===== config.mk =====
export PLATFORM = sky130hd
export DESIGN_NAME = khcf_ram
export DESIGN_NICKNAME = d
export VERILOG_FILES = /design/src/hdl/khcf_ram.sv
export SDC_FILE = /design/constraint.sdc
export NUM_CORES = 1
export LEC_CHECK = 0
export BUFFER_PORTS_ARGS = -buffer_cell sky130_fd_sc_hd__buf_4
export CAP_MARGIN = 20
export CORE_MARGIN = 5
export CORE_UTILIZATION = 65
export CTS_CLUSTER_SIZE = 16
export DETAILED_ROUTE_END_ITERATION = 10
export GPL_TIMING_DRIVEN = 0
export PLACE_DENSITY = 0.85
export SETUP_SLACK_MARGIN = 0.2
export SLEW_MARGIN = 40
export SYNTH_ARGS = -nofsm -noshare
export SYNTH_HDL_FRONTEND = slang
export SYNTH_SLANG_ARGS = --single-unit

===== constraint.sdc =====
create_clock -name clock -period 4 [get_ports clock]
set_input_delay 0.4 -clock clock [delete_from_list [all_inputs] [get_ports clock]]
set_output_delay 0.4 -clock clock [all_outputs]
set_load 0.005 [all_outputs]

===== src/hdl/khcf_ram.sv =====
// ----------------------------------------------------------------------------
// khcf_ram
// Simple dual-port synchronous RAM, one write and one registered read port.
// ----------------------------------------------------------------------------
module khcf_ram #(
   parameter int WIDTH = 8,
   parameter int DEPTH = 16
) (
   input  logic                     clock,
   input  logic                     wr_en,
   input  logic [$clog2(DEPTH)-1:0] wr_addr,
   input  logic [WIDTH-1:0]         wr_data,
   input  logic                     rd_en,
   input  logic [$clog2(DEPTH)-1:0] rd_addr,
   output logic [WIDTH-1:0]         rd_data
);

   logic [WIDTH-1:0] mem_ff [DEPTH];
   logic [WIDTH-1:0] rd_data_ff;

   always_ff @(posedge clock) begin
      if (wr_en) begin
         mem_ff[wr_addr] <= wr_data;
      end
      if (rd_en) begin
         rd_data_ff <= mem_ff[rd_addr];
      end
   end

   assign rd_data = rd_data_ff;

endmodule


# Yosys cells after proc, flatten, opt, wreduce, memory -nomap -nowiden
# Memories as Yosys holds them, arrays and structs flattened. A register that Yosys moved wholly into a read port is not among the register bits.
# Cells that the tools add are included.
# W data, S select, Z words.
[op_classes]
mux = 2
[ops]
columns = ["op", "n"]
rows = [
  ["$mux W1", 2],
]
[totals]
wordCells = 3
mem_count = 1
register_bits = 0
ram_bits = 128
input_bits = 19
out_inout_bits = 8
[mem_list]
columns = ["memory", "depth", "word_bits", "rd", "rd_ports_with_merged_regs", "wr", "line_no", "rtl"]
rows = [
  ["mem_ff", 16, 8, 1, 1, 1, "18", "logic [WIDTH-1:0] mem_ff [DEPTH];"],
]

# Longest topological paths before layout
[depth]
depth_word = 2
mapped_depth = 5
ltp_nobuf = 3

# Worst setup path after synthesis
# No wires, ideal clock.
[synth_timing]
path_type = "input-to-reg"
startpoint = "input wr_addr[2]"
endpoint = "memory mem_ff[0][0] (enable)"
path_buffers = 0
setup_ns = 0.383
slack_ns = 2.107
arrival_ns = 1.510
cell_stages = 2
t_required_ns = 3.617
cell_sequence = "or3b_2 nor3_1"
[synth_rtl]
columns = ["item", "line_no", "rtl"]
rows = [
  ["start: declaration", "11", "input logic [$clog2(DEPTH)-1:0] wr_addr,"],
  ["end: declaration", "18", ""],
]
# Straight into the memory's write port.

==> impl_metrics.env <==
export IMPL_grt_max_degree=17
export IMPL_slew_headroom=0.4746
export IMPL_overflow=0
export IMPL_io_pins=27
export IMPL_ys_seq_area_frac=0.7812
export IMPL_most_common_layout_cells="edfxtp_1, buf_4, mux4_2"
export IMPL_grt_usage=0.2437
export IMPL_powerDensity_nw_per_um2=549.6
export IMPL_finalCriticalPeriod_ps=1583
export IMPL_ys_ff_latch=136
export IMPL_netlist_area_um2=5228
export IMPL_fin_skew_ps=8.339
export IMPL_synth_area_per_cell_um2=22.83
export IMPL_met3_length_um=927
export IMPL_clk_pin_slew_ps=60
export IMPL_drc=0
export IMPL_power_leakage_nw=2.081
export IMPL_syn_inst=229
export IMPL_vdd_drop_max_mv=0.3468
export IMPL_fmax_ghz=0.6319
export IMPL_crit_type="flip-flop to flip-flop"
export IMPL_slowest_stage="mux4_1"
export IMPL_cp_start_kind="flip-flop"
export IMPL_outcome="finished, final reports clean"
export IMPL_rsz0062_at_grt="false"
export IMPL_die_h_um=99.68
export IMPL_drive_above_1_share=0.3007
export IMPL_cts_tree="built"
export IMPL_final_common_cell="edfxtp_1"
export IMPL_max_clock_path_buffers=2
export IMPL_ant_nets=0
export IMPL_max_stage_delay_ps=560
export IMPL_drt_pre_antenna_iters=5
export IMPL_start_util=0.6730
export IMPL_hold_viol=0
export IMPL_placed_area_um2=5563
export IMPL_crit_chain="mux4_1 -> a22oi_1 -> nand2_1"
export IMPL_wl_met1_mm=4.247
export IMPL_fin_area_um2=6186
export IMPL_grt_pass1_vias=2721
export IMPL_routed_top_layer="met4"
export IMPL_dpl_hpwl_mm=6.396
export IMPL_syn_to_final_growth_pct=18.33
export IMPL_post_cts_resized=0
export IMPL_cts_inserted_buffers=17
export IMPL_setup_viol=0
export IMPL_hold_path_class="primary input to flip-flop"
export IMPL_clock_sinks=136
export IMPL_worstPathRequired_ps=4250
export IMPL_maxCapViolCount=0
export IMPL_drv_slew=0
export IMPL_die_area_um2=9936
export IMPL_cts_root_buf="clkbuf_8"
export IMPL_rows=32
export IMPL_first_iter_violations=241
export IMPL_core_um2=7767
export IMPL_crit_family="multiplexers"
export IMPL_cp_max_fo=1
export IMPL_holdBufCountCts=0
export IMPL_chipWidth_um=99.68
export IMPL_cp_num_buf_inv=0
export IMPL_fin_setup_tns_ps=0
export IMPL_port_buffers=25
export IMPL_min_period_over_period=0.3956
export IMPL_tightest_slew_ps=785.2
export IMPL_routed_wl_mm=10.98
export IMPL_wire_per_inst_um=28.31
export IMPL_place_congestion=0.7120
export IMPL_antenna_found_initial=0
export IMPL_syn_nets=248
export IMPL_clock_latency_ps=510
export IMPL_yosys_warnings=0
export IMPL_nNetsFinal=292
export IMPL_yosys_cell_types_count=18
export IMPL_arrival_ps=1840
export IMPL_finish_utilization=0.7964
export IMPL_num_antenna_cells=0
export IMPL_end_kind="flip-flop"
export IMPL_htree_levels=4
export IMPL_vias_per_cell=6.802
export IMPL_via_count=2639
export IMPL_grt_first_pass_wirelength_mm=16.75
export IMPL_wl_met2_mm=5.481
export IMPL_cts_setup_buffers=0
-- cell usage after synthesis --
cell	count	share of area
buf_4	1	0.0014
or3b_2	1	0.0017
nand3b_1	2	0.0029
buf_6	3	0.0065
nor2_1	13	0.0093
and2b_1	1	0.0014
clkdlybuf4s25_2	3	0.0057
and2_1	1	0.0012
edfxtp_1	136	0.78
nand3_1	1	0.00096
nand2b_1	2	0.0024
a22oi_1	16	0.023
mux4_2	18	0.078
nor3_1	4	0.0038
nor2b_1	1	0.0012
mux4_1	14	0.070
buf_2	3	0.0029
nand2_1	9	0.0065
-- metal layers --
metal  vias to the layer above  global-route usage
met5                         -                   0
met4                         0              0.1103
met3                        28             0.05680
met2                       163              0.3771
met1                      1376              0.3361
li1                       1072                   -
-- flip-flops by register name (all words and copies together), names as in the netlist --
name and flops:
mem_ff 128, rd_data 8
-- worst paths after layout --
check | start | to | slack (ps) | depth (start not counted)
setup reg to reg | mem_ff[4][2] | rd_data[2] | 2420 | 3
hold / removal | rd_en | rd_data[3] | 170 | 1
setup / recovery | mem_ff[4][2] | rd_data[2] | 2420 | 3
hold reg to reg | mem_ff[11][2] | rd_data[2] | 770 | 3
-- cell families after synthesis --
kind of cell,after synthesis,share of synthesized area
simple gates,35,0.03136
compound gates,16,0.02298
mux,32,0.1479
flops,136,0.7812
buf+inv,10,0.01651
-- where the power goes --
part           internal, mW  switching (mW)
Combinational        0.0706          0.0926
Sequential             1.61         0.00961
Clock                  1.07           0.553
-- area by class of cell --
type / count / area, um2
Timing Repair Buffer: 25 / 187.7
Buffer: 10 / 86.33
Clock buffer: 18 / 417.9
Tap cell: 102 / 127.6
Sequential cell: 136 / 4084
Fill cell: 373 / 1582
Clock inverter: 14 / 205.2
Multi-Input combinational cell: 83 / 1077
-- per-stage QoR --
stage | hold slack, ps | std cells | setup WS (ps) | power (mW)
global placement | 679.8 | 356 | 1572 | 1.791
detailed placement | 687.3 | 356 | 1925 | 1.803
finish | 168.1 | 388 | 2417 | 3.400
floorplan | 498.9 | 229 | 2107 | 1.723
CTS | 155.3 | 388 | 2405 | 3.408
global route | 158.0 | 388 | 2309 | 3.497
No activity file was read; power rests on OpenSTA's default activity.
