`config.mk`:
```
export PLATFORM = sky130hd
export DESIGN_NAME = khcf_div
export DESIGN_NICKNAME = d
export VERILOG_FILES = /design/src/hdl/khcf_pkg.sv /design/src/hdl/khcf_div.sv
export SDC_FILE = /design/constraint.sdc
export NUM_CORES = 1
export LEC_CHECK = 0
export BUFFER_PORTS_ARGS = -buffer_cell sky130_fd_sc_hd__clkbuf_2
export CAP_MARGIN = 20
export CORE_MARGIN = 5
export CORE_UTILIZATION = 40
export CTS_CLUSTER_DIAMETER = 60
export DETAILED_ROUTE_END_ITERATION = 8
export HOLD_SLACK_MARGIN = 0.03
export PLACE_DENSITY = 0.68
export SETUP_SLACK_MARGIN = 0.4
export SYNTH_ARGS = -nofsm -noshare
export SYNTH_HDL_FRONTEND = slang
export SYNTH_SLANG_ARGS = --single-unit
```
`constraint.sdc`:
```
create_clock -name clock -period 3.82 [get_ports clock]
set_input_delay 0.191 -clock clock [delete_from_list [all_inputs] [get_ports clock]]
set_output_delay 0.191 -clock clock [all_outputs]
set_load 0.02 [all_outputs]
```
`src/hdl/khcf_pkg.sv`:
```
// ----------------------------------------------------------------------------
// khcf_pkg
// Shared types and constants of the height cell fusion block.
// ----------------------------------------------------------------------------
package khcf_pkg;

   // default number of grid cells
   localparam int CELL_COUNT_DEF = 4096;

   // field widths
   localparam int INDEX_W   = 12;
   localparam int HEIGHT_W  = 32;
   localparam int VAR_W     = 32;
   localparam int STAMP_W   = 32;
   localparam int SUPPORT_W = 16;
   localparam int OUTCOME_W = 2;
   localparam int GATE_W    = 16;

   // stream widths
   localparam int REQ_DATA_W = 112;
   localparam int RSP_DATA_W = 80;
   localparam int RSP_USER_W = OUTCOME_W;

   // register port
   localparam int CSR_INDEX_W = 8;
   localparam int CSR_DATA_W  = 32;

   // register indexes
   localparam logic [CSR_INDEX_W-1:0] CSR_MAX_AGE      = 8'd0;
   localparam logic [CSR_INDEX_W-1:0] CSR_PROCESS_VAR  = 8'd1;
   localparam logic [CSR_INDEX_W-1:0] CSR_MAX_VAR      = 8'd2;
   localparam logic [CSR_INDEX_W-1:0] CSR_GATE         = 8'd3;
   localparam logic [CSR_INDEX_W-1:0] CSR_OUTLIER_VAR  = 8'd4;

   // register reset values
   localparam logic [31:0] MAX_AGE_RST     = 32'd2000;
   localparam logic [31:0] PROCESS_VAR_RST = 32'd17;
   localparam logic [31:0] MAX_VAR_RST     = 32'd16777216;
   localparam logic [15:0] GATE_RST        = 16'd768;
   localparam logic [31:0] OUTLIER_VAR_RST = 32'd167772;

   // posterior variance floor (1e-6 in Q8.24) and support ceiling
   localparam logic [VAR_W-1:0]     VAR_FLOOR   = 32'd17;
   localparam logic [SUPPORT_W-1:0] SUPPORT_MAX = 16'hFFFF;

   // result kinds
   typedef enum logic [OUTCOME_W-1:0] {
      OUT_RESTART = 2'd0,
      OUT_FUSED   = 2'd1,
      OUT_OUTLIER = 2'd2
   } outcome_type;

   // one stored cell
   typedef struct packed {
      logic                 valid;
      logic [HEIGHT_W-1:0]  mean;
      logic [VAR_W-1:0]     variance;
      logic [STAMP_W-1:0]   stamp;
      logic [SUPPORT_W-1:0] count;
   } cell_entry_type;

   localparam int ENTRY_W = $bits(cell_entry_type);

   // sequencer states
   typedef enum logic [3:0] {
      ST_CLEAR,
      ST_IDLE,
      ST_READ,
      ST_EVAL,
      ST_PRIOR,
      ST_SQUARE,
      ST_GATE,
      ST_DIV_MEAN,
      ST_WAIT_MEAN,
      ST_WAIT_VAR,
      ST_WRITE
   } state_type;

   // divider width
   localparam int DIV_NUM_W = 64;
   localparam int DIV_DEN_W = 33;

endpackage

```
`src/hdl/khcf_div.sv`:
```
// ----------------------------------------------------------------------------
// khcf_div
// Radix-2 restoring divider, one quotient bit per cycle.
// ----------------------------------------------------------------------------
module khcf_div (
   input  logic                               clock,
   input  logic                               reset,
   input  logic                               start,
   input  logic [khcf_pkg::DIV_NUM_W-1:0]     numer,
   input  logic [khcf_pkg::DIV_DEN_W-1:0]     denom,
   output logic                               done,
   output logic [khcf_pkg::DIV_NUM_W-1:0]     quot
);
   import khcf_pkg::*;

   localparam int CNT_W = $clog2(DIV_NUM_W);

   logic                 busy_ff, busy_in;
   logic                 done_ff, done_in;
   logic [CNT_W-1:0]     cnt_ff, cnt_in;
   logic [DIV_DEN_W-1:0] rem_ff, rem_in;
   logic [DIV_DEN_W-1:0] den_ff, den_in;
   logic [DIV_NUM_W-1:0] quot_ff, quot_in;
   logic [DIV_DEN_W:0]   trial;

   // one shift-subtract step
   always_comb begin
      busy_in = busy_ff;
      done_in = 1'b0;
      cnt_in  = cnt_ff;
      rem_in  = rem_ff;
      den_in  = den_ff;
      quot_in = quot_ff;
      trial   = {rem_ff, quot_ff[DIV_NUM_W-1]};
      if (start) begin
         busy_in = 1'b1;
         cnt_in  = '0;
         rem_in  = '0;
         den_in  = denom;
         quot_in = numer;
      end else if (busy_ff) begin
         if (trial >= {1'b0, den_ff}) begin
            rem_in  = DIV_DEN_W'(trial - {1'b0, den_ff});
            quot_in = {quot_ff[DIV_NUM_W-2:0], 1'b1};
         end else begin
            rem_in  = trial[DIV_DEN_W-1:0];
            quot_in = {quot_ff[DIV_NUM_W-2:0], 1'b0};
         end
         cnt_in = cnt_ff + 1'b1;
         if (cnt_ff == CNT_W'(DIV_NUM_W - 1)) begin
            busy_in = 1'b0;
            done_in = 1'b1;
         end
      end
   end

   always_ff @(posedge clock) begin
      if (reset) begin
         busy_ff <= 1'b0;
         done_ff <= 1'b0;
      end else begin
         busy_ff <= busy_in;
         done_ff <= done_in;
      end
      cnt_ff  <= cnt_in;
      rem_ff  <= rem_in;
      den_ff  <= den_in;
      quot_ff <= quot_in;
   end

   assign done = done_ff;
   assign quot = quot_ff;

endmodule

```
* Word level (Yosys, flattened, before mapping)
Cells that the tools add are included.
** Cells by class
- Equality and inequality tests :: 1
- Magnitude comparators :: 1
- Bitwise logic cells :: 1
- Add/subtract/negate cells :: 2
- Mux-type cells :: 8
- Reduce and logical (&&, ||, !) cells :: 2
** Operators by type and width (number)
- $mux 64 :: 2
- $ge 34x33->1 :: 1
- $mux 33 :: 1
- $sub 33x33->33 :: 1
- $add 6x1->6 const B :: 1
- $eq 6x6->1 const B :: 1
- $mux 1 :: 5
- $reduce_or 3->1 :: 1
- $reduce_bool 2->1 :: 1
- $not 1->1 :: 1
** Word-level totals
- Register bits after elaboration :: 138
- Word-level logic and storage cells :: 21
- Bits of input ports :: 100

* Logic depth before layout (Yosys ltp)
- Depth after elaboration :: 4
- Depth in mapped cells :: 16
- Depth with buffers taken out :: 13

* Worst setup path after synthesis
Ideal clock, no wire load.
- Path type :: reg-to-reg
- From :: reg quot_ff[63], in the netlist quot[63]
- To :: reg rem_ff[26]
- Period minus slack after synthesis :: 3121 ps
- Path buffers :: 3
- Stages on the path, launching flop included :: 16
- Data required time :: 3691 ps
- Setup slack :: 699 ps
- Library setup time :: 129 ps
- Data arrival time :: 2993 ps
- Cells stage by stage :: edfxtp_1 -> inv_1 -> ha_1 -> inv_1 -> fa_1 -> a211oi_1 -> o21ai_0 -> a21oi_1 -> a31oi_1 -> a211oi_1 -> o31a_1 -> buf_6 -> buf_6 -> buf_2 -> mux2i_1 -> o21ai_0
** On the way
- Longest elaborated chain between the ends :: 2
- Elaborated cells on any way between the ends :: 3
- Those cells by class :: 1 x add/sub; 1 x order compare; 1 x mux
** RTL lines
- start, declared :: RTL line khcf_div.sv:23 : logic [DIV_NUM_W-1:0] quot_ff, quot_in;
- start signal, assigned :: RTL line khcf_div.sv:68 : quot_ff <= quot_in;
- $sub 33x33->33 / $ge 34x33->1 (equally long branches) :: RTL line khcf_div.sv:43, khcf_div.sv:42
- $mux 33 * :: RTL line khcf_div.sv:42 : if (trial >= {1'b0, den_ff}) begin
- end signal, assigned :: RTL line khcf_div.sv:66 : rem_ff <= rem_in;
- end, declared :: RTL line khcf_div.sv:21 : logic [DIV_DEN_W-1:0] rem_ff, rem_in;
Every way passes the cells marked *; elsewhere a longest branch is shown, timed or not.
A chain may end at the register's enable or synchronous reset.

* Worst setup path after layout
- From :: reg rem_ff[5]
- To :: reg rem_ff[23]
** On the way
- Longest elaborated chain between the ends :: 2
- Elaborated cells on any way between the ends :: 3
- Those cells by class :: 1 x add/sub; 1 x order compare; 1 x mux
** RTL lines (RTL line)
- $sub 33x33->33 / $ge 34x33->1 (equally long branches) :: khcf_div.sv:43, khcf_div.sv:42
- $mux 33 * :: khcf_div.sv:42
Marks and branches as above.

==> results.txt <==
The post-synthesis area per instance is 11.2 um2. The longest individual stage delay on the worst path came out at 0.64 ns. Yosys printed 0 warnings. The detailed router's first-iteration violation count came out at 302.

The total via count in the routed design is 5618. The tool flagged a number of max-cap violations equal to 0. The pin count of the biggest net entering global routing is 63. The power per cell area came out at 477 mW/mm2. The run finished with clean final reports. In the final timing run, aggregate negative setup slack is 0 ns. The level count of the clock H-tree came out at 4. The transition time of the tightest slew-check pin is 0.754 ns. Clock-pin slew was measured on the worst setup and hold paths at 0.07 ns. Counting every net in the synthesized netlist gives 784. In the routed design, unresolved DRC markers number 0. The overall power after layout came out at 0.00446 W. The average wire length per cell after detail routing is 16.2 um. The setup clock skew after layout came out at 0.0124 ns.

Global routing finished with a remaining overflow of 0. In this run the power spent charging and discharging nets is 0.00134 W. The slowest stage of the critical path is the sky130_fd_sc_hd__nor3b_1 cell. The wire-length estimate of the detail-placed layout is 12.8 mm.

Static timing analysis puts the maximum clock frequency at 317 MHz. Along the worst path, the maximum fanout reaches 6. The initial core utilization came out at 40.6%.

The core footprint came out at 0.0180 mm2. At the end of routability-driven placement, the weighted congestion stood at 0.873. The tree is rooted in a sky130_fd_sc_hd__clkbuf_16.

From synthesis to final layout, the design area changed by 28.5%. The number of port buffers is 164. The first-pass GRT wire length came out at 29.4 mm.

The part of the total power dissipated in the clock network came out at 37.2%. Setup repair after global routing left no endpoint under its margin. The clock tree from TritonCTS is done. The count of nets left with antenna violations once routing finished came out at 0. The total inserted antenna cells is 0.

Global routing used 16.9% of the available tracks. The signal on the critical path passes through ha_1 > and4_1 > and4_1 > a21oi_1 > a21oi_1 > nor3b_1 > o21ai_0 > a211oi_1 > o311a_1 > nor3_2. The number of antenna violations at the first check in global routing is 0.

The core occupancy in the finished layout is 52.1%. The tightest min-delay check is of the primary input to flip-flop type. Synthesis produced 649 cells.

After synthesis, the netlist uses 55 different library cells. The number of global-route vias before repair came out at 5848. The combinational fraction of design power came out at 21.6%. The data arrival time at the worst-slack endpoint is 3.44 ns.

The number of standard-cell rows in the floorplan is 49. Counting flops with an async set or reset pin after synthesis yields a share of 0%. The mapped netlist covers 0.00729 mm2. The die extent in y is 145 um.

Once routing completed, OpenROAD measured the worst setup slack at 0.663 ns. The top cell types in the final layout, fill and taps aside, are sky130_fd_sc_hd__clkbuf_2, sky130_fd_sc_hd__edfxtp_1, sky130_fd_sc_hd__mux2_2, sky130_fd_sc_hd__nor2_1, sky130_fd_sc_hd__a21oi_1. The final number of hold-violating endpoints is 0. Setup violations remaining at the end of the flow were counted as 0.

The longest clock path from root to sink contains 2 buffers. The final cycle utilization of the critical path is 82.7%. Final hold analysis gives a worst-case slack of 0.0654 ns. The number of storage elements in the synthesis netlist is 138. The max-slew violation count is 0. The clock latency of the later-clocked register in the worst-skew pair is 0.42 ns. The cell internal power dissipation is 0.00312 W. The cell family with the largest share of critical-path delay is compound AO/OA/AOI/OAI gates.

The sequential group share of total power is 41.2%. The final net count came out at 988. The maximum vdd ir drop came out at 338 uV. Leaving out fill and tap cells, the most frequent cell in the layout is sky130_fd_sc_hd__clkbuf_2. The worst path buffer plus inverter count is 0. The die outline width came out at 145 um.

The data required time of the critical path is 4.10 ns. The critical path in this run is classified as flip-flop to flip-flop. The mean number of vias per cell is 5.13. In the final layout, the share of cells above drive strength 1 is 33.6%. The clock period minus final worst setup slack is 3.16 ns. The sink count of the clock tree is 138. Summed over all layers, the routed wires come to 17.7 mm. STA classifies the critical path startpoint as a flip-flop. The sequential-to-total area share from yosys stat is 51.2%. The flip-flop cell with the highest count after synthesis is sky130_fd_sc_hd__edfxtp_1. Net switching is 30.1% of the power. The top-level I/O count is 165. The floorplan step defined a die boundary enclosing 0.0210 mm2.

Before antenna repair, the detailed router went through 4 iterations. The post-placement setup slack is 0.456 ns. STA classifies the critical path endpoint as a flip-flop. The reported leakage power is 4.14 nW. Headroom to the max-slew limit came out at 49.7%. The number of enable-type register cells in the synthesized netlist is 97. The TritonCTS buffer count is 17.
-- sequential cells by signal, summed over array words and instances, names as in the netlist --
signal,cells
busy_ff,1
quot,64
rem_ff,33
cnt_ff,6
den_ff,33
done,1
-- repair_timing --
item | CTS | global route
endpoints found under the setup margin | 0 | 34
setup buffers | 0 | 6
gates resized for setup | 0 | 7
hold buffers | 34 | 0
hold endpoints to repair | 35 | 0
-- path summary, 6_finish.rpt --
path,endpoint,cells after the start,slack [ns],startpoint
max,rem_ff[23],10,0.66,rem_ff[5]
min,quot[33],2,0.07,numer[33]
max reg2reg,rem_ff[23],10,0.66,rem_ff[5]
min reg2reg,cnt_ff[5],2,0.48,cnt_ff[5]
-- metrics by stage --
| stage | cells | instance area, um2 |
|---|---|---|
| finish | 1095 | 9370 |
| global route | 1095 | 9370 |
| CTS | 1089 | 9280 |
| detailed placement | 1023 | 8350 |
| global placement | 1023 | 8350 |
| floorplan | 649 | 7290 |
-- per-layer routing --
layer  part of all wire, %  up-vias  track usage [%]
met5                     0        -                0
met4                   1.5        0             5.08
met3                   8.1       19             6.77
met2                    46      180             27.1
met1                    44     2621             21.2
li1                      -     2798                -
-- final cells by class --
class / count / area, um2
clock buffer: 17 / 425
clock inverter: 15 / 166
fill: 1600 / 8600
inverter: 47 / 176
multi-input combinational: 435 / 3280
sequential: 138 / 3730
tap: 229 / 287
timing repair buffer: 214 / 1300
-- power by group through the flow --
stage / logic (W) / clock network [W] / registers (W)
after CTS: 0.000938 / 0.00171 / 0.00184
after global placement: 0.000898 / 0 / 0.00187
after global routing: 0.00107 / 0.00178 / 0.00186
final: 0.000964 / 0.00166 / 0.00184
after detailed placement: 0.000903 / 0 / 0.00187
after floorplan: 0.000563 / 0 / 0.00194
-- cells in the mapped netlist, types with 2 or more instances --
master / number / area (um2)
sky130_fd_sc_hd__ha_1: 34 / 425
sky130_fd_sc_hd__and4_1: 2 / 17.5
sky130_fd_sc_hd__xnor2_1: 14 / 123
sky130_fd_sc_hd__and3_1: 3 / 18.8
sky130_fd_sc_hd__clkbuf_1: 19 / 71.3
sky130_fd_sc_hd__nor3b_1: 4 / 30.0
sky130_fd_sc_hd__dfxtp_1: 41 / 821
sky130_fd_sc_hd__o221ai_1: 2 / 17.5
sky130_fd_sc_hd__buf_1: 4 / 15.0
sky130_fd_sc_hd__o21a_1: 4 / 30.0
sky130_fd_sc_hd__o31ai_1: 4 / 30.0
sky130_fd_sc_hd__buf_6: 2 / 22.5
sky130_fd_sc_hd__o31a_1: 3 / 26.3
sky130_fd_sc_hd__nand3_1: 10 / 50.1
sky130_fd_sc_hd__inv_1: 47 / 176
sky130_fd_sc_hd__o21ai_0: 21 / 105
sky130_fd_sc_hd__xor2_1: 17 / 149
sky130_fd_sc_hd__nor4_1: 4 / 25.0
sky130_fd_sc_hd__a21o_1: 16 / 120
sky130_fd_sc_hd__or3_1: 5 / 31.3
sky130_fd_sc_hd__a21oi_1: 48 / 240
sky130_fd_sc_hd__and2_1: 3 / 18.8
sky130_fd_sc_hd__edfxtp_1: 97 / 2910
sky130_fd_sc_hd__nor2_1: 63 / 236
sky130_fd_sc_hd__a22o_1: 2 / 17.5
sky130_fd_sc_hd__nand2_1: 27 / 101
sky130_fd_sc_hd__nand4_1: 6 / 37.5
sky130_fd_sc_hd__buf_2: 3 / 15.0
sky130_fd_sc_hd__mux2i_1: 18 / 180
sky130_fd_sc_hd__o21bai_1: 6 / 45.0
sky130_fd_sc_hd__nand2b_1: 3 / 18.8
sky130_fd_sc_hd__a211oi_1: 26 / 195
sky130_fd_sc_hd__nor3_1: 3 / 15.0
sky130_fd_sc_hd__mux2_2: 67 / 754
-- cell families after synthesis --
kind of cell | Yosys count | synth area share [%]
compound gates | 145 | 13.0
xor+xnor | 31 | 3.72
fa+ha+maj | 35 | 6.11
buf+inv | 76 | 4.22
flops | 138 | 51.2
mux | 85 | 12.8
simple gates | 139 | 8.96
(Power assumes the default switching activity.)
